File: src/sv/grouped_diagonal_scan_generator_unit_macros.svh
// ---------------------------------------------------------------------------
// Assertion macros for the grouped diagonal scan generator
// Clocked on clk, disabled while arst_n is low.
// ---------------------------------------------------------------------------
`ifndef GROUPED_DIAGONAL_SCAN_GENERATOR_UNIT_MACROS_SVH
`define GROUPED_DIAGONAL_SCAN_GENERATOR_UNIT_MACROS_SVH

// same-cycle implication
`define GDSG_ASSERT_NOW(label, ante, cons, msg) \
	label: assert property (@(posedge clk) disable iff (!arst_n) (ante) |-> (cons)) \
		else $error(msg);

// next-cycle implication
`define GDSG_ASSERT_NEXT(label, ante, cons, msg) \
	label: assert property (@(posedge clk) disable iff (!arst_n) (ante) |=> (cons)) \
		else $error(msg);

`endif

File: src/sv/gdsg_pkg.sv
// ---------------------------------------------------------------------------
// gdsg_pkg
// Types, constants, subblock shape table and diagonal step function.
// ---------------------------------------------------------------------------
`default_nettype none

package gdsg_pkg;

	localparam int ZERO_OUT_SIZE = 32;
	localparam int LOG2_MAX      = 6;
	localparam int CFG_W         = 3;
	localparam int IDX_W         = 1;
	localparam int ZO_W          = $clog2(ZERO_OUT_SIZE + 1);
	localparam int CG_W          = 5;  // subblock side up to 16
	localparam int CNT_W         = (ZO_W > CG_W) ? ZO_W : CG_W;
	localparam int BW_W          = LOG2_MAX + 1;
	localparam int POS_W         = 12;
	localparam int SCAN_W        = 10;
	localparam int IN_TDATA_W    = 8;
	localparam int OUT_TDATA_W   = 24;

	typedef logic [CFG_W-1:0] log2_t;
	typedef logic [CNT_W-1:0] cnt_t;

	typedef enum logic [IDX_W-1:0] {
		REG_LOG2_WIDTH  = 1'b0,
		REG_LOG2_HEIGHT = 1'b1
	} reg_idx_t;

	// subblock log2 width / height by [log2 width][log2 height]
	localparam log2_t SBB_LOG2_W [7][7] = '{
		'{3'd0, 3'd0, 3'd0, 3'd0, 3'd0, 3'd0, 3'd0},
		'{3'd1, 3'd1, 3'd1, 3'd1, 3'd1, 3'd1, 3'd1},
		'{3'd2, 3'd1, 3'd2, 3'd2, 3'd2, 3'd2, 3'd2},
		'{3'd3, 3'd3, 3'd2, 3'd2, 3'd2, 3'd2, 3'd2},
		'{3'd4, 3'd3, 3'd2, 3'd2, 3'd2, 3'd2, 3'd2},
		'{3'd4, 3'd3, 3'd2, 3'd2, 3'd2, 3'd2, 3'd2},
		'{3'd4, 3'd3, 3'd2, 3'd2, 3'd2, 3'd2, 3'd2}
	};

	localparam log2_t SBB_LOG2_H [7][7] = '{
		'{3'd0, 3'd1, 3'd2, 3'd3, 3'd4, 3'd4, 3'd4},
		'{3'd0, 3'd1, 3'd1, 3'd3, 3'd3, 3'd3, 3'd3},
		'{3'd0, 3'd1, 3'd2, 3'd2, 3'd2, 3'd2, 3'd2},
		'{3'd0, 3'd1, 3'd2, 3'd2, 3'd2, 3'd2, 3'd2},
		'{3'd0, 3'd1, 3'd2, 3'd2, 3'd2, 3'd2, 3'd2},
		'{3'd0, 3'd1, 3'd2, 3'd2, 3'd2, 3'd2, 3'd2},
		'{3'd0, 3'd1, 3'd2, 3'd2, 3'd2, 3'd2, 3'd2}
	};

	typedef struct packed {
		log2_t lw;
		log2_t cgw_log2;
		log2_t cgh_log2;
		cnt_t  cgw;
		cnt_t  cgh;
		cnt_t  wg;
		cnt_t  hg;
	} geom_t;

	typedef struct packed {
		logic [POS_W-1:0]  block_position;
		logic [SCAN_W-1:0] scan_index;
		logic              last_position;
	} result_t;

	typedef struct packed {
		cnt_t row;
		cnt_t col;
	} coord_t;

	// one up-right diagonal step inside a w by h grid
	function automatic coord_t diag_step(cnt_t row, cnt_t col, cnt_t w, cnt_t h);
		logic [CNT_W:0] r;
		coord_t         nxt;
		r = {1'b0, row} + {1'b0, col} + {{CNT_W{1'b0}}, 1'b1};
		if (col == w - 1'b1 || row == '0) begin
			if (r >= {1'b0, h}) begin
				nxt.row = h - 1'b1;
				nxt.col = CNT_W'(r - {1'b0, h} + {{CNT_W{1'b0}}, 1'b1});
			end else begin
				nxt.row = r[CNT_W-1:0];
				nxt.col = '0;
			end
		end else begin
			nxt.row = row - 1'b1;
			nxt.col = col + 1'b1;
		end
		return nxt;
	endfunction

endpackage

`default_nettype wire

File: src/sv/gdsg_geom.sv
// ---------------------------------------------------------------------------
// gdsg_geom
// Derives subblock shape and zero-out group counts from the block size.
// ---------------------------------------------------------------------------
`default_nettype none

module gdsg_geom (
	input  wire gdsg_pkg::log2_t log2_width,
	input  wire gdsg_pkg::log2_t log2_height,
	output gdsg_pkg::geom_t      geom
);

	gdsg_pkg::log2_t             lw;
	gdsg_pkg::log2_t             lh;
	gdsg_pkg::log2_t             cgw_log2;
	gdsg_pkg::log2_t             cgh_log2;
	logic [gdsg_pkg::BW_W-1:0]   bw;
	logic [gdsg_pkg::BW_W-1:0]   bh;
	gdsg_pkg::cnt_t              zw;
	gdsg_pkg::cnt_t              zh;
	gdsg_pkg::cnt_t              wg_raw;
	gdsg_pkg::cnt_t              hg_raw;

	always_comb begin
		// size code seven behaves as six
		lw = (log2_width > gdsg_pkg::log2_t'(gdsg_pkg::LOG2_MAX)) ?
			gdsg_pkg::log2_t'(gdsg_pkg::LOG2_MAX) : log2_width;
		lh = (log2_height > gdsg_pkg::log2_t'(gdsg_pkg::LOG2_MAX)) ?
			gdsg_pkg::log2_t'(gdsg_pkg::LOG2_MAX) : log2_height;
		cgw_log2 = gdsg_pkg::SBB_LOG2_W[lw][lh];
		cgh_log2 = gdsg_pkg::SBB_LOG2_H[lw][lh];
		bw = gdsg_pkg::BW_W'(1) << lw;
		bh = gdsg_pkg::BW_W'(1) << lh;
		zw = (bw < gdsg_pkg::BW_W'(gdsg_pkg::ZERO_OUT_SIZE)) ? gdsg_pkg::cnt_t'(bw) :
			gdsg_pkg::cnt_t'(gdsg_pkg::ZERO_OUT_SIZE);
		zh = (bh < gdsg_pkg::BW_W'(gdsg_pkg::ZERO_OUT_SIZE)) ? gdsg_pkg::cnt_t'(bh) :
			gdsg_pkg::cnt_t'(gdsg_pkg::ZERO_OUT_SIZE);
		wg_raw = zw >> cgw_log2;
		hg_raw = zh >> cgh_log2;

		geom.lw       = lw;
		geom.cgw_log2 = cgw_log2;
		geom.cgh_log2 = cgh_log2;
		geom.cgw      = gdsg_pkg::cnt_t'(1) << cgw_log2;
		geom.cgh      = gdsg_pkg::cnt_t'(1) << cgh_log2;
		// region narrower than a subblock still scans one group
		geom.wg       = (wg_raw == '0) ? gdsg_pkg::cnt_t'(1) : wg_raw;
		geom.hg       = (hg_raw == '0) ? gdsg_pkg::cnt_t'(1) : hg_raw;
	end

endmodule

`default_nettype wire

File: src/sv/gdsg_walk.sv
// ---------------------------------------------------------------------------
// gdsg_walk
// Scan position state, current result and diagonal advance.
// ---------------------------------------------------------------------------
`default_nettype none

module gdsg_walk (
	input  wire                   clk,
	input  wire                   arst_n,
	input  wire gdsg_pkg::geom_t  geom,
	input  wire                   clear,
	input  wire                   advance,
	input  wire                   restart,
	output gdsg_pkg::result_t     result
);

	gdsg_pkg::cnt_t               group_row_q;
	gdsg_pkg::cnt_t               group_col_q;
	gdsg_pkg::cnt_t               inner_row_q;
	gdsg_pkg::cnt_t               inner_col_q;
	logic [gdsg_pkg::SCAN_W-1:0]  scan_q;

	gdsg_pkg::cnt_t               grow;
	gdsg_pkg::cnt_t               gcol;
	gdsg_pkg::cnt_t               irow;
	gdsg_pkg::cnt_t               icol;
	logic [gdsg_pkg::SCAN_W-1:0]  scan;
	logic [gdsg_pkg::POS_W-1:0]   row;
	logic [gdsg_pkg::POS_W-1:0]   col;
	logic                         inner_end;
	logic                         group_end;
	gdsg_pkg::coord_t             inner_nxt;
	gdsg_pkg::coord_t             group_nxt;

	always_comb begin
		// restart takes effect before this word's position is formed
		grow = restart ? '0 : group_row_q;
		gcol = restart ? '0 : group_col_q;
		irow = restart ? '0 : inner_row_q;
		icol = restart ? '0 : inner_col_q;
		scan = restart ? '0 : scan_q;

		row = (gdsg_pkg::POS_W'(grow) << geom.cgh_log2) + gdsg_pkg::POS_W'(irow);
		col = (gdsg_pkg::POS_W'(gcol) << geom.cgw_log2) + gdsg_pkg::POS_W'(icol);
		inner_end = (irow == geom.cgh - 1'b1) && (icol == geom.cgw - 1'b1);
		group_end = (grow == geom.hg - 1'b1) && (gcol == geom.wg - 1'b1);

		result.block_position = (row << geom.lw) + col;
		result.scan_index     = scan;
		result.last_position  = inner_end && group_end;

		inner_nxt = gdsg_pkg::diag_step(irow, icol, geom.cgw, geom.cgh);
		group_nxt = gdsg_pkg::diag_step(grow, gcol, geom.wg, geom.hg);
	end

	always_ff @(posedge clk or negedge arst_n) begin
		if (!arst_n) begin
			group_row_q <= '0;
			group_col_q <= '0;
			inner_row_q <= '0;
			inner_col_q <= '0;
			scan_q      <= '0;
		end else if (clear || (advance && inner_end && group_end)) begin
			// wrap to the first position
			group_row_q <= '0;
			group_col_q <= '0;
			inner_row_q <= '0;
			inner_col_q <= '0;
			scan_q      <= '0;
		end else if (advance) begin
			if (inner_end) begin
				inner_row_q <= '0;
				inner_col_q <= '0;
				group_row_q <= group_nxt.row;
				group_col_q <= group_nxt.col;
			end else begin
				inner_row_q <= inner_nxt.row;
				inner_col_q <= inner_nxt.col;
				group_row_q <= grow;
				group_col_q <= gcol;
			end
			scan_q <= scan + 1'b1;
		end
	end

endmodule

`default_nettype wire

File: src/sv/grouped_diagonal_scan_generator_unit.sv
// ---------------------------------------------------------------------------
// grouped_diagonal_scan_generator_unit
// Emits one coefficient position per input word in grouped up-right
// diagonal scan order over the top-left zero-out region of the block.
// ---------------------------------------------------------------------------
//  channel  | dir | contents
//  s_*      | in  | tdata[0] restart
//  m_*      | out | tdata[11:0] block_position, [21:12] scan index;
//           |     | tlast last_position
//  cfg_*    | in  | index 0 log2 block width, index 1 log2 block height
//
// One word per cycle while the sink does not stall; the result is registered
// in the output register as the input word is taken. The output register is
// the only stage, so s_tready stays high while the register is empty or being
// emptied. Reset restores 4x4 blocks and scan position zero; a size write also
// returns the scan to position zero.
// ---------------------------------------------------------------------------
`default_nettype none
`include "grouped_diagonal_scan_generator_unit_macros.svh"

module grouped_diagonal_scan_generator_unit (
	input  wire                                clk,
	input  wire                                arst_n,
	input  wire                                cfg_we,
	input  wire [gdsg_pkg::IDX_W-1:0]          cfg_index,
	input  wire [gdsg_pkg::CFG_W-1:0]          cfg_data,
	input  wire                                s_tvalid,
	output logic                               s_tready,
	input  wire [gdsg_pkg::IN_TDATA_W-1:0]     s_tdata,   // [0] restart
	output logic                               m_tvalid,
	input  wire                                m_tready,
	// [11:0] block_position, [21:12] scan index, [23:22] zero
	output logic [gdsg_pkg::OUT_TDATA_W-1:0]   m_tdata,
	output logic                               m_tlast    // last_position
);

	gdsg_pkg::log2_t    log2_width_q;
	gdsg_pkg::log2_t    log2_height_q;
	gdsg_pkg::geom_t    geom;
	gdsg_pkg::result_t  result;
	gdsg_pkg::result_t  res_q;
	logic               out_valid_q;
	logic               accept;

	always_ff @(posedge clk or negedge arst_n) begin
		if (!arst_n) begin
			log2_width_q  <= gdsg_pkg::log2_t'(2);
			log2_height_q <= gdsg_pkg::log2_t'(2);
		end else if (cfg_we) begin
			unique case (gdsg_pkg::reg_idx_t'(cfg_index))
				gdsg_pkg::REG_LOG2_WIDTH:  log2_width_q  <= cfg_data;
				gdsg_pkg::REG_LOG2_HEIGHT: log2_height_q <= cfg_data;
				default: ;
			endcase
		end
	end

	gdsg_geom u_geom (
		.log2_width  (log2_width_q),
		.log2_height (log2_height_q),
		.geom        (geom)
	);

	assign s_tready = !out_valid_q || m_tready;
	assign accept   = s_tvalid && s_tready;

	gdsg_walk u_walk (
		.clk     (clk),
		.arst_n  (arst_n),
		.geom    (geom),
		.clear   (cfg_we),
		.advance (accept),
		.restart (s_tdata[0]),
		.result  (result)
	);

	always_ff @(posedge clk or negedge arst_n) begin
		if (!arst_n) begin
			out_valid_q <= 1'b0;
		end else if (accept) begin
			out_valid_q <= 1'b1;
		end else if (m_tready) begin
			out_valid_q <= 1'b0;
		end
	end

	// hold the word while the sink stalls
	always_ff @(posedge clk) begin
		if (accept) begin
			res_q <= result;
		end
	end

	assign m_tvalid = out_valid_q;
	assign m_tdata  = {2'b00, res_q.scan_index, res_q.block_position};
	assign m_tlast  = res_q.last_position;

	`GDSG_ASSERT_NOW(a_ready_when_empty, !out_valid_q, s_tready, "empty output stage not ready")
	`GDSG_ASSERT_NEXT(a_accept_fills, accept, m_tvalid, "accepted word produced no result")
	`GDSG_ASSERT_NEXT(a_restart_zero, accept && s_tdata[0], m_tdata[21:12] == '0, "restart did not emit scan index zero")
	`GDSG_ASSERT_NEXT(a_wrap_zero, accept && result.last_position && !cfg_we ##1 accept, m_tdata[21:12] == '0, "scan did not wrap after the last position")

endmodule

`default_nettype wire
File: config.mk
export PLATFORM = sky130hd
export DESIGN_NAME = grouped_diagonal_scan_generator_unit
export DESIGN_NICKNAME = d
export VERILOG_FILES = /design/src/sv/gdsg_pkg.sv /design/src/sv/gdsg_geom.sv /design/src/sv/gdsg_walk.sv /design/src/sv/grouped_diagonal_scan_generator_unit.sv
export VERILOG_INCLUDE_DIRS = /design/src /design/src/sv
export SDC_FILE = /design/constraint.sdc
export NUM_CORES = 1
export LEC_CHECK = 0
export BUFFER_PORTS_ARGS = -buffer_cell sky130_fd_sc_hd__buf_4
export CAP_MARGIN = 40
export CORE_MARGIN = 1
export CORE_UTILIZATION = 63
export CTS_BUF_LIST = sky130_fd_sc_hd__clkbuf_16
export DETAILED_ROUTE_END_ITERATION = 6
export PLACE_DENSITY = 0.82
export SYNTH_ARGS = -nofsm -noshare
export SYNTH_HDL_FRONTEND = slang
export SYNTH_SLANG_ARGS = --single-unit
File: constraint.sdc
create_clock -name clk -period 7.1 [get_ports clk]
set_input_delay 1.42 -clock clk [delete_from_list [all_inputs] [get_ports clk]]
set_output_delay 1.42 -clock clk [all_outputs]
set_load 0.02 [all_outputs]
Word-level counts from Yosys, hierarchy flattened
Memories as Yosys holds them, arrays and structs flattened.
Cells that the tools add are included.
{"block": "totals", "inputBits": 17, "output_inout_bits": 27, "mem_count": 2, "reg_bits": 64, "wordCells": 117, "mem_bits_ro": 336}
{"name": "(name not given)", "words": 8, "word_bits": 21, "read_ports": 1, "rd_ports_with_merged_regs": 0, "wr": 0, "line_no": "gdsg_geom.sv:30", "rtl": "cgw_log2 = gdsg_pkg::SBB_LOG2_W[lw][lh];"}
{"name": "(name not given)", "words": 8, "word_bits": 21, "read_ports": 1, "rd_ports_with_merged_regs": 0, "wr": 0, "line_no": "gdsg_geom.sv:31", "rtl": "cgh_log2 = gdsg_pkg::SBB_LOG2_H[lw][lh];"}
{"block": "classes", "n_eq_ne": 4, "mux": 41, "n_reduce_logical": 19, "bitwise_logic": 3, "n_lt_le_gt_ge": 8, "shifts": 9, "add_sub_neg": 20}
{"cell": "$mux 6", "count": 20}
{"cell": "$mux 21", "count": 4}
{"cell": "$mux 12", "count": 4}
{"cell": "$sub 6x1->6 const B", "count": 6}
{"cell": "$mux 10", "count": 3}
{"cell": "$add 12x6->12", "count": 2}
{"cell": "$add 6x1->6 const B", "count": 4}
{"cell": "$eq 6x6->1", "count": 4}
{"cell": "$logic_not 6->1", "count": 4}
{"cell": "$shl 6x3->12", "count": 2}
{"cell": "$bmux 3 s3", "count": 2}
{"cell": "$mux 3", "count": 6}
{"cell": "$add 6x6->7", "count": 2}
{"cell": "$add 7x1->7 const B", "count": 2}
{"cell": "$ge 7x6->1", "count": 2}
{"cell": "$lt 7x6->1 const B", "count": 2}
{"cell": "$shl 1x3->7 const A", "count": 2}
{"cell": "$add 12x12->12", "count": 1}
{"cell": "$shl 1x3->6 const A", "count": 2}
{"cell": "$shl 12x3->12", "count": 1}
{"cell": "$shr 6x3->6", "count": 2}
{"cell": "$sub 6x6->6", "count": 2}
{"cell": "$add 10x1->10 const B", "count": 1}
{"cell": "$ge 4x4->1 const B", "count": 2}
{"cell": "9 further kinds", "count": 22}

Logic depth before layout (Yosys ltp)
Gate-level depths: netlist of run 1.
{"block": "depth", "depth_word": 19, "depth_mapped": 27, "ltp_nobuf": 25}

Hierarchy
Synthesis of run 1 repeated with hierarchy kept, for this count alone.
{"block": "unflattened", "hier_cells": 933, "area_unflattened_um2": 7786.2}
{"mod": "gdsg_walk", "cells_per_inst": 803, "area_per_inst_um2": 6251.0, "n_inst": 1, "seq_area_each_um2": 850.8}
{"mod": "grouped_diagonal_scan_generator_unit", "cells_per_inst": 44, "area_per_inst_um2": 1004.7, "n_inst": 1, "seq_area_each_um2": 868.3}
{"mod": "gdsg_geom", "cells_per_inst": 86, "area_per_inst_um2": 530.5, "n_inst": 1, "seq_area_each_um2": 0.0}

Worst setup path before layout of run 1
OpenSTA, ideal clock, no wires.
{"block": "synth_path", "path_type": "input -> register", "startpoint": "input s_tdata[0] in the netlist's numbering", "endpoint": "register res_q, in the netlist m_tdata[11], data pin", "required_time_ns": 6.833, "setup_slack_ns": 1.001, "path_buffers": 1, "t_arrival_ns": 5.832, "setup_ns": 0.267, "stages": 24, "cell_sequence": "clkbuf_1 nor2b_1 clkinv_1 nor2_1 a21oi_1 nor2_1 ha_1 a211oi_1 o21bai_1 a21oi_1 xnor2_1 mux2i_1 mux2i_1 a22oi_1 fa_1 inv_1 ha_1 inv_1 o21bai_1 a21oi_1 o21ai_0 a21oi_1 o21bai_1 xnor3_1"}
{"item": "start: declaration", "line_no": "grouped_diagonal_scan_generator_unit.sv:29", "rtl": "input wire [gdsg_pkg::IN_TDATA_W-1:0] s_tdata,"}
{"item": "end signal: assignment", "line_no": "grouped_diagonal_scan_generator_unit.sv:90", "rtl": "res_q <= result;"}
{"item": "end: declaration", "line_no": "grouped_diagonal_scan_generator_unit.sv:41", "rtl": "gdsg_pkg::result_t res_q;"}

==> results of run 1 <==
-- power breakdown --
| group | switching (W) | internal [W] |
|---|---|---|
| registers | 0.0000389 | 0.000419 |
| clock network | 0.000189 | 0.000305 |
| logic | 0.000480 | 0.000319 |
| total | 0.000708 | 0.00104 |
-- cells by family after synthesis --
logic type	after synthesis	synth area share
fa+ha+maj	82	0.154
flops	64	0.234
simple gates	290	0.202
xor+xnor	49	0.0624
other cells	2	0.00102
buf+inv	111	0.0618
compound gates	247	0.235
mux	35	0.0495
-- final timing paths --
kind	from	endpoint	slack (ns)	cells past startpoint
hold / removal	u_walk.group_row_q[0]	u_walk.group_row_q[0]	0.48	2
hold reg to reg	u_walk.group_row_q[0]	u_walk.group_row_q[0]	0.48	2
min in group asynchronous	arst_n	u_walk.inner_row_q[2]	1.07	1
setup reg to reg	log2_height_q[2]	m_tdata[11]	0.60	25
setup / recovery	log2_height_q[2]	m_tdata[11]	0.60	25
max in group asynchronous	arst_n	log2_height_q[0]	5.60	1
-- per-layer routing --
layer / routed length [microns] / GRT usage
met5: 0 / 0
met4: 974 / 0.196
met3: 1890 / 0.0771
met2: 9910 / 0.601
met1: 8490 / 0.452
-- through the flow --
step / instances / utilization / total power [W] / hold WS (ns) / worst slack, ns
6_report: 1052 / 0.709 / 0.00175 / 0.485 / 0.597
3_3_place_gp: 1035 / 0.679 / 0.00120 / 0.466 / 0.682
4_1_cts: 1051 / 0.707 / 0.00173 / 0.483 / 0.810
5_1_grt: 1052 / 0.709 / 0.00185 / 0.510 / 0.211
3_5_place_dp: 1035 / 0.679 / 0.00124 / 0.470 / 0.506
2_1_floorplan: 885 / - / 0.00105 / 0.448 / 1.00
-- state kept, by name (all words and copies together) (netlist names) --
| signal | flops |
|---|---|
| m_tlast | 1 |
| u_walk.group_col_q | 6 |
| u_walk.group_row_q | 6 |
| u_walk.scan_q | 10 |
| log2_height_q | 3 |
| m_tvalid | 1 |
| u_walk.inner_col_q | 6 |
| m_tdata | 22 |
| u_walk.inner_row_q | 6 |
| log2_width_q | 3 |
-- tightest hold or removal path, stage by stage, from the launching register on --
cell,delay [ns]
sky130_fd_sc_hd__dfrtp_1,0.33
sky130_fd_sc_hd__nand2_1,0.05
sky130_fd_sc_hd__o21ai_1,0.07
-- synth_stat cells (4+ instances only) --
master / number / area (sq um)
sky130_fd_sc_hd__a211oi_1: 6 / 45.0
sky130_fd_sc_hd__a21o_1: 13 / 97.6
sky130_fd_sc_hd__a21oi_1: 52 / 260
sky130_fd_sc_hd__a22o_1: 10 / 87.6
sky130_fd_sc_hd__a22oi_1: 10 / 75.1
sky130_fd_sc_hd__a31oi_1: 13 / 81.3
sky130_fd_sc_hd__a32o_1: 5 / 50.1
sky130_fd_sc_hd__and2_1: 5 / 31.3
sky130_fd_sc_hd__and3_1: 14 / 87.6
sky130_fd_sc_hd__buf_2: 11 / 55.1
sky130_fd_sc_hd__buf_4: 4 / 30.0
sky130_fd_sc_hd__clkbuf_1: 27 / 101
sky130_fd_sc_hd__dfrtp_1: 39 / 976
sky130_fd_sc_hd__edfxtp_1: 23 / 691
sky130_fd_sc_hd__fa_1: 14 / 280
sky130_fd_sc_hd__ha_1: 68 / 851
sky130_fd_sc_hd__inv_1: 63 / 236
sky130_fd_sc_hd__mux2_2: 10 / 113
sky130_fd_sc_hd__mux2i_1: 25 / 250
sky130_fd_sc_hd__nand2_1: 78 / 293
sky130_fd_sc_hd__nand2b_1: 21 / 131
sky130_fd_sc_hd__nand3_1: 18 / 90.1
sky130_fd_sc_hd__nand4_1: 6 / 37.5
sky130_fd_sc_hd__nor2_1: 65 / 244
sky130_fd_sc_hd__nor2b_1: 26 / 163
sky130_fd_sc_hd__nor3_1: 18 / 90.1
sky130_fd_sc_hd__nor4_1: 4 / 25.0
sky130_fd_sc_hd__o211ai_1: 8 / 60.1
sky130_fd_sc_hd__o21ai_0: 60 / 300
sky130_fd_sc_hd__o21bai_1: 10 / 75.1
sky130_fd_sc_hd__o22ai_1: 6 / 37.5
sky130_fd_sc_hd__o31ai_1: 9 / 67.6
sky130_fd_sc_hd__or2_2: 5 / 31.3
sky130_fd_sc_hd__or3_1: 9 / 56.3
sky130_fd_sc_hd__or4b_1: 4 / 40.0
sky130_fd_sc_hd__xnor2_1: 38 / 333
sky130_fd_sc_hd__xor2_1: 9 / 78.8
-- final cells by class --
type | count | area, sq um | area share
clock buffer | 9 | 225 | 0.0279
clock inverter | 7 | 88.8 | 0.0110
inverter | 65 | 244 | 0.0303
multi-input combinational | 710 | 5180 | 0.643
sequential | 64 | 1720 | 0.213
tap | 143 | 179 | 0.0222
timing repair buffer | 54 | 425 | 0.0528
==> results list, run 1 <==
- Of the available clock period, the critical path in the final layout requires 0.916.
* Final estimated routing congestion in global placement: 1.01
* Portion of the post-synthesis area used by sequential elements: 0.234
* Commonest cells after routing, fill and taps aside: 78 x sky130_fd_sc_hd__nand2_1, 68 x sky130_fd_sc_hd__ha_1, 65 x sky130_fd_sc_hd__nor2_1, 64 x sky130_fd_sc_hd__inv_1, 60 x sky130_fd_sc_hd__o21ai_0
- Max_slew headroom: 0.334
* Worst-path clk slew: 0.06 ns
- Count of final setup violators: 0
- H-tree levels: 3
- In the routed design, unresolved DRC markers number 1.
- CTS tree: done
* Violations in the final reports: design-rule violations
* Class of the worst hold path: reg -> reg
* Area growth from synthesis to layout: 9.93%
- STA classifies the critical path endpoint as a flop.
* Maximum clock insertion buffer count: 2
- Entering global routing, the biggest net connects 42 pins.
* Number of buffers inserted for hold repair after clock tree synthesis: 0
- The worst setup path is of the reg -> reg kind.
- Post-Route WL: 21.3 mm
- Async set or reset register ratio after synthesis: 0.641
- The flow ran to the end, but the final reports show violations.
- The floorplan step defined a die boundary enclosing 0.0121 sq mm.
- First-pass GRT wire length: 33.6 mm
- Postcts setup bufs: 0
* Ratio of total power to cell area: 217 mW/mm^2
- At the worst endpoint, the arrival time is 6.60 ns.
- At the pin with the least slew margin, the transition time is 1.00 ns.
- In this run the remaining antenna-violating nets after routing total 0.
* Horizontal die dimension: 110 microns
- Total negative slack: 0 ns
* Via count: 6989
- Via count of the first global-routing pass: 6812
* Shortest period the worst path allows: 6.50 ns
- The critical path contains buffers and inverters numbering 4 combined.
- The die is 110 microns tall.
* IR Drop Worst-Case VDD: 0.215 mV
- Maximum achievable frequency: 0.154 GHz
- For this design the static power due to leakage is 3.75 nW.
- # fillers: 885
- Remaining global-route overflow: 0
- The cell count after synthesis came out at 880.
- Clock network latency to the later pin of the worst-skew pair: 0.36 ns
* # resized after CTS: 0
- DP Wirelength: 15.8 mm
* Avg Inst Size Synth: 8.33 sq um
- FP Rows: 39
- The largest single stage delay on the critical path is 0.85 ns.
- Count of flip-flops with a built-in enable after synthesis: 23
* Length of the first detailed-routing pass in iterations: 7
- In the final layout, the share of cells above drive strength 1 is 0.117.
* Number of antenna violations at the first check in global routing: 0
* Count of buffers from port buffering: 34
- TritonCTS buffer count: 9
* Max-Cap Viols: 0
- For this run, the total global-route usage over all layers was measured as 0.368.
* CP max FO: 21
* Most common library cell in the layout ignoring fill and taps: sky130_fd_sc_hd__nand2_1
- In this run the cell area measured after placement is 0.00772 sq mm.
- Predominant post-synthesis flop cell: sky130_fd_sc_hd__dfrtp_1
- The synthesized design contains 64 register bits.
* Cell chosen for the clock root: sky130_fd_sc_hd__clkbuf_16
- The net count of the finished layout is 1003.
- Number of DRC markers after the initial detailed-route iteration: 689
- Vias per Instance: 6.64
* Synth Warn #: 0
- Final Slew Violations: 0
- Among all stages on the critical path, the largest delay is contributed by sky130_fd_sc_hd__dfrtp_1.
* Final design instance area without fill: 0.00806 sq mm
- For this configuration, the core starts out at a cell density of 0.645.
- Antenna diode instance count: 0
- Core region area: 0.0114 sq mm
- The worst setup path is launched from a flop.
- CP required: 7.20 ns
- The clock net in this run drives a total of 64 sinks.
- On the final layout, the worst clock skew is 0.0147 ns.
- Crit-path leading delay family: compound AO/OA/AOI/OAI gates
- Count of cell types in the netlist: 87
- Pin placement for this block handled 44 I/O pins.
* Synthesized cell area: 0.00733 sq mm
* Final Hold Vio Count: 0
- Avg WL per Cell: 20.2 microns
- Unrepaired setup endpoints after global routing: false
(Power assumes the default switching activity.)
==> run 2, diff against run 1 <==
Settings changed: GPL_TIMING_DRIVEN set to 0, PLACE_DENSITY 0.82 to 0.92, SLEW_MARGIN set to 20.
==> results list, run 2 (synthesized netlist as in run 1, its figures left out) <==
- Outcome: finished, violations left
- The final reports fail on design-rule violations.
- In this run the worst hold path is classified as reg -> reg.
- Final Slew Violations: 0
- H-tree levels: 3
- Worst Reg2Reg Path Length in Cells: 27
* Critical path's slowest cell: sky130_fd_sc_hd__fa_1
- Setup skew after layout: 0.0122 ns
- Remaining global-route overflow: 0
* Die ar.: 0.0121 sq mm
- IR Drop Worst-Case VDD: 0.229 mV
- Count of final setup violators: 0
* FP Rows: 39
* Delay of the slowest cell on the worst path: 0.56 ns
* Most prevalent standard cell on the critical path: sky130_fd_sc_hd__inv_1
- Final estimated routing congestion in global placement: 1.01
* Maximum achievable frequency: 0.149 GHz
* # fillers: 876
- The area growth from synthesis to layout is 10.2%.
* Count of pins on the block boundary: 44
- Post-detailed-route count of antenna-violating nets: 0
- The floorplan step defined a core boundary enclosing 0.0114 sq mm.
- At the pin with the least slew margin, the transition time is 0.645 ns.
- Along the worst path, the maximum fanout reaches 10.
- Flip-flop and latch area: 0.00172 sq mm
* Number of antenna violations at the first check in global routing: 0
- Clock network latency to the later pin of the worst-skew pair: 0.35 ns
- Sum of internal, switching and leakage power: 0.00168 W
* Placed Cells: 1063
- Max FFs per register: 22
- DP Wirelength: 15.6 mm
- Most common library cell in the layout ignoring fill and taps: sky130_fd_sc_hd__nand2_1
- The setup check on the worst reg-to-reg path leaves a slack of 0.64 ns.
- Before antenna repair, the detailed router went through 7 iterations.
* Starting utilization of the core area: 0.645
* Horizontal die dimension: 110 microns
- Dividing the detail-routed wire length by the instance count gives 18.9 microns.
- TritonCTS built the clock tree.
* Combined area of the multi-input logic cells: 0.00518 sq mm
* Max_slew headroom: 0.569
- Type of the worst setup path: in -> reg
* Ratio of cells with drive above 1 in the final layout: 0.114
- Total negative slack: 0 ns
- Count of buffers from port buffering: 34
- Final Instance Count excl. Fillers: 1080
- Hold path depth: 2
* Unrepaired setup endpoints after global routing: false
- The final count of hold timing violations came to 0.
* Maximum clock insertion buffer count: 2
- Leakage power: 3.75 nW
* Cell chosen for the clock root: sky130_fd_sc_hd__clkbuf_16
- Across every metal layer, demand over resource in global routing totals 0.349.
* Critical Path End Type: flop
* Antenna diode instance count: 0
* Via count: 7087
- Post-Route WL: 20.4 mm
* Residual DRC: 5
- Entering global routing, the biggest net connects 42 pins.
- Number of nets in the layout: 1031
- Max-Cap Viols: 0
- In the routed layout, each cell is associated on average with a via count of 6.56.
* Commonest cells after routing, fill and taps aside: 78 x sky130_fd_sc_hd__nand2_1, 68 x sky130_fd_sc_hd__ha_1, 65 x sky130_fd_sc_hd__nor2_1, 63 x sky130_fd_sc_hd__inv_1, 60 x sky130_fd_sc_hd__o21ai_0
* Arrival time worst endpoint: 6.82 ns
- CP startpoint kind: primary input
- The first global-routing pass estimated 32.2 mm of wire.
- Shortest period the worst path allows: 6.73 ns
* Hold slack: 0.493 ns
- Power spread over the standard cell area amounts to 208 mW/mm^2.
- Once layout is complete, the utilization of the core stands at 0.711.
* Number of buffers inserted for hold repair after clock tree synthesis: 0
* Die boundary height: 110 microns
- Worst-path clk slew: 0.06 ns
- TritonCTS buffer count: 9
* CP required: 7.20 ns
* Clk sinks: 64
* Crit share post-route: 0.947
* Via count of the first global-routing pass: 6562
- In this run, the number of DRC markers left after iteration 0 of detailed routing was 874.
[run 2: cell count changes in the layout (fill, tap and decap cells not counted), moves of 2 or more]
cell and delta:
sky130_fd_sc_hd__buf_1 +3, sky130_fd_sc_hd__buf_2 +11, sky130_fd_sc_hd__clkbuf_1 +26, sky130_fd_sc_hd__bufinv_16 -2, sky130_fd_sc_hd__buf_4 -14
[run 2: path summary, 6_finish.rpt]
| path | startpoint | end |
|---|---|---|
| setup / recovery | s_tdata[0] | m_tdata[11] |
| hold / removal | u_walk.inner_row_q[2] | u_walk.inner_row_q[2] |
| setup reg to reg | log2_width_q[1] | m_tdata[11] |
| hold reg to reg | u_walk.inner_row_q[2] | u_walk.inner_row_q[2] |
| max in group asynchronous | arst_n | log2_width_q[1] |
| min in group asynchronous | arst_n | u_walk.inner_col_q[1] |
[run 2: final cells by class]
cell class,instances,share of cell area
Buffer,46,0.0260
Clock buffer,9,0.0279
Clock inverter,7,0.00588
Sequential cell,64,0.213
Timing Repair Buffer,36,0.0344
Inverter,65,0.0302
Multi-Input combinational cell,710,0.641
Tap cell,143,0.0221
[run 2: per-stage QoR]
| step | worst slack (ns) | instance area [sq um] |
|---|---|---|
| floorplan | 1.00 | 7350 |
| global placement | 0.0631 | 7790 |
| detailed placement | -0.0246 | 7800 |
| CTS | 0.320 | 8080 |
| global route | 0.0348 | 8080 |
| finish | 0.374 | 8080 |
[run 2: timing repair]
item | in CTS | in global routing
setup endpoints to repair | 0 | 1
resized for setup | 0 | 3
setup buffers | 0 | 0
[run 2: per-layer routing]
layer	up-vias	wire, microns	GRT usage
met5	-	0	0
met2	431	9110	0.541
met1	3296	8320	0.454
met4	0	869	0.182
met3	70	2140	0.0747
li1	3290	-	-
[run 2: power breakdown]
part	switching [W]	total, W	internal [W]	leakage [nW]
combinational	0.000497	0.000825	0.000328	2.84
clock	0.000176	0.000412	0.000236	0.133
sequential	0.0000223	0.000441	0.000419	0.777
[run 2: critical path: cells and delay by family]
| family | cells | cell delay [ns] |
|---|---|---|
| XOR/XNOR | 2 | 0.51 |
| buffers and inverters | 7 | 1.21 |
| AND/OR/NAND/NOR | 1 | 0.23 |
| multiplexers | 3 | 0.61 |
| adder cells (fa/ha/maj) | 3 | 1.23 |
| AO/OA/AOI/OAI | 10 | 1.60 |
==> run 3, diff against run 2 <==
Settings changed: ABC_AREA set to 1.
==> results list, run 3 <==
* Max FFs per register: 22
* TritonCTS buffer count: 9
- The layout has 874 filler cells.
* First-pass GRT wire length: 33.4 mm
- The slowest stage of the critical path is the sky130_fd_sc_hd__fa_1 cell.
* Hold path depth: 2
* Arrival time worst endpoint: 6.79 ns
- The worst register-to-register path begins at log2_width_q[1].
- Horizontal die dimension: 111 microns
* Ratio of cells with drive above 1 in the final layout: 0.152
- After the first detailed-routing iteration, the DRC count stood at 663.
* Final design instance area without fill: 0.00835 sq mm
* Die boundary height: 111 microns
- Avg Inst Size Synth: 7.28 sq um
- Count of buffers from port buffering: 33
- In this run the standard cell core region covers 0.0115 sq mm.
- Via count: 7381
- Synthesis produced 1034 cells.
* Final Worst Setup Slack: 0.429 ns
- Post-synthesis simple-gate area fraction: 0.313
- Setup slack on the worst reg-to-reg path comes out at 0.98 ns.
* Delay of the slowest cell on the worst path: 0.53 ns
* CP max FO: 11
* Final Hold Vio Count: 0
- Residual DRC: 3
- Clock network latency to the later pin of the worst-skew pair: 0.36 ns
- Placed Cells: 1216
* Count of flip-flops with a built-in enable after synthesis: 23
* Leakage power: 4.33 nW
- Count of final setup violators: 0
- For this configuration, the core starts out at a cell density of 0.653.
* CP startpoint kind: primary input
- Of all flip-flops after synthesis, the portion carrying an async set or reset was 0.641.
- Entering global routing, the biggest net connects 42 pins.
- In this run the critical register-to-register path is captured at m_tdata[11].
- Top cell type's share of synthesized area: 0.130
* Violations in the final reports: design-rule violations
- The worst setup path is of the in -> reg kind.
- Final Slew Violations: 0
- After detailed routing, the number of vias per cell comes to 5.99.
- Among the stages of the critical path, the cell type that occurs most often is sky130_fd_sc_hd__nand2_1.
- The smallest clock period supported by the final layout is computed as 6.67 ns.
- Length of the first detailed-routing pass in iterations: 7
* Total negative slack: 0 ns
* GRT Resource Usage Total: 0.340
* Flip-flop and latch area: 0.00172 sq mm
- The worst register-to-register path has a depth of 40.
- In this run the number of H-tree levels came out at 3.
- Synthesized cell area: 0.00752 sq mm
- Area growth from synthesis to layout: 11.0%
- Number of nets in the layout: 1183
* Post-Route WL: 20.4 mm
* Maximum clock insertion buffer count: 2
- The congestion estimate from routability-driven global placement came to 0.959.
- The initialized floorplan defines 39 standard-cell rows.
- Global routing usage on met3: 0.0558
* Number of antenna violations at the first check in global routing: 0
- Worst Tran Pin Value: 0.732 ns
* End of the worst hold path: u_walk.inner_col_q[1]
- After synthesis, the cell types taking the most area are sky130_fd_sc_hd__dfrtp_1 13%, sky130_fd_sc_hd__nand2_1 13%, sky130_fd_sc_hd__ha_1 11%.
- Among all flip-flop cells after synthesis, the most frequent one is sky130_fd_sc_hd__dfrtp_1.
- IR Drop Worst-Case VDD: 0.241 mV
- Post-place setup slack: -0.135 ns
- In the finished design, the share of the clock period the worst path needs comes to 0.940.
* Most used standard cells in the synthesized netlist: 259 x sky130_fd_sc_hd__nand2_1, 142 x sky130_fd_sc_hd__inv_1, 86 x sky130_fd_sc_hd__nand3_1
* Post-synthesis mux area share: 0.00133
- The startpoint identified for the worst hold timing path is u_walk.inner_col_q[1].
- Setup repair after global routing left no endpoint under its margin.
- By area, the combinational part of the netlist is dominated by simple AND/OR/NAND/NOR gates.
* Standard cell area after detailed placement: 0.00798 sq mm
- Outcome: finished, violations left
- Met2 routing resource usage after global routing: 0.581
- Avg WL per Cell: 16.6 microns
- Max_slew headroom: 0.512
- 0 antenna diodes ended up in the layout.
- In this run the most used layer during global routing was met2.
* Via count of the first global-routing pass: 7169
- Number of register bits inferred by synthesis: 64
- Of the total synthesized cell area, the portion taken by XOR and XNOR cells is 0.0652.
* Worst-path clk slew: 0.07 ns
- In this run the count of I/O pins placed on the die edge is 44.
- Yosys instantiated no cell more often than sky130_fd_sc_hd__nand2_1.
- In the layout the commonest cells are 256 x sky130_fd_sc_hd__nand2_1, 142 x sky130_fd_sc_hd__inv_1, 86 x sky130_fd_sc_hd__nand3_1, 68 x sky130_fd_sc_hd__ha_1, 60 x sky130_fd_sc_hd__nor2_1.
- Area fraction in compound gates after synthesis: 0.133
- Most common library cell in the layout ignoring fill and taps: sky130_fd_sc_hd__nand2_1
- Ratio of total power to cell area: 282 mW/mm^2
* Cell chosen for the clock root: sky130_fd_sc_hd__clkbuf_16
* Remaining global-route overflow: 0
* Synth Warn #: 0
- Combined area of the multi-input logic cells: 0.00503 sq mm
* Setup skew after layout: 0.0117 ns
- Die ar.: 0.0124 sq mm
* Clk sinks: 64
* Critical Path End Type: flop
- TritonCTS built the clock tree.
- DP Wirelength: 15.3 mm
- The worst hold path belongs to the class reg -> reg.
* Final Instance Count excl. Fillers: 1232
- The tool flagged a number of max-cap violations equal to 0.
- Of the total synthesized cell area, the portion taken by full adders, half adders and majority gates is 0.150.
* Portion of the post-synthesis area used by sequential elements: 0.229
* CP required: 7.22 ns
* Post-detailed-route count of antenna-violating nets: 0
- Maximum achievable frequency: 0.150 GHz
- Summed over all instances, the cell type with the most area after synthesis is sky130_fd_sc_hd__dfrtp_1.
- Sum of internal, switching and leakage power: 0.00236 W
- Global-route track usage on met1: 0.404
- Count of cell types in the netlist: 60
[run 3: cell count changes after synthesis, sizes merged, moves of 21 or more]
cell / previous run / this run
a21oi: 52 / 31
inv: 64 / 156
mux2i: 25 / 1
nand2: 78 / 278
nand2b: 21 / 0
nand3: 18 / 94
nor2b: 26 / 0
xnor2: 38 / 15
xor2: 9 / 41
[run 3: cell type report]
cell class | count | share of cell area
Clock inverter | 7 | 0.0153
Buffer | 30 | 0.0259
Clock buffer | 9 | 0.0270
Timing Repair Buffer | 34 | 0.0315
Multi-Input combinational cell | 788 | 0.602
Inverter | 157 | 0.0709
Tap cell | 143 | 0.0214
Sequential cell | 64 | 0.206
[run 3: layer usage]
metal	up-vias	wire [microns]	part of all wire
li1	3469	-	-
met5	-	0	0
met1	3362	7910	0.39
met2	459	9740	0.48
met3	91	1820	0.089
met4	0	954	0.047
[run 3: metrics by stage]
stage | hold WS [ns] | util
after floorplan | 0.453 | -
after detailed placement | 0.473 | 0.693
after CTS | 0.490 | 0.724
after global routing | 0.504 | 0.725
after global placement | 0.463 | 0.692
final | 0.490 | 0.725
[run 3: worst max path at each step]
stage / start / depth (start not counted) / to / slack [ns]
floorplan: s_tdata[0] / 36 / m_tdata[11] / 0.87
global placement: s_tdata[0] / 36 / m_tdata[11] / -0.03
detailed placement: s_tdata[0] / 36 / m_tdata[11] / -0.13
CTS: s_tdata[0] / 36 / m_tdata[11] / 0.17
global route: s_tdata[0] / 36 / m_tdata[11] / 0.08
finish: s_tdata[0] / 36 / m_tdata[11] / 0.43
[run 3: repair_timing]
action | 4_1_cts | 5_1_grt
buffers inserted | 0 | 0
hold buffers | 0 | 0
gates resized for setup | 0 | 5
setup endpoints to repair | 0 | 2
[run 3: power by group]
group	internal [W]	total, W	switching, W
Clock	0.000348	0.000541	0.000193
Combinational	0.000475	0.00134	0.000868
Sequential	0.000447	0.000472	0.0000256
[run 3: kinds of logic (layout without fill, tap and decap cells)]
kind of cell / Yosys count / count (layout)
simple gates: 486 / 486
buf+inv: 187 / 237
compound gates: 156 / 156
fa+ha+maj: 82 / 82
flops: 64 / 64
xor+xnor: 56 / 56
other cells: 2 / 7
mux: 1 / 1
[run 3: critical path: cells and delay by family]
family | cells | cell delay, ns
adders and majority gates | 3 | 1.28
AOI/OAI and AO/OA | 8 | 1.32
xor gates and xnor gates | 1 | 0.19
and+or+nand+nor | 15 | 1.50
buffers and inverters | 9 | 1.04
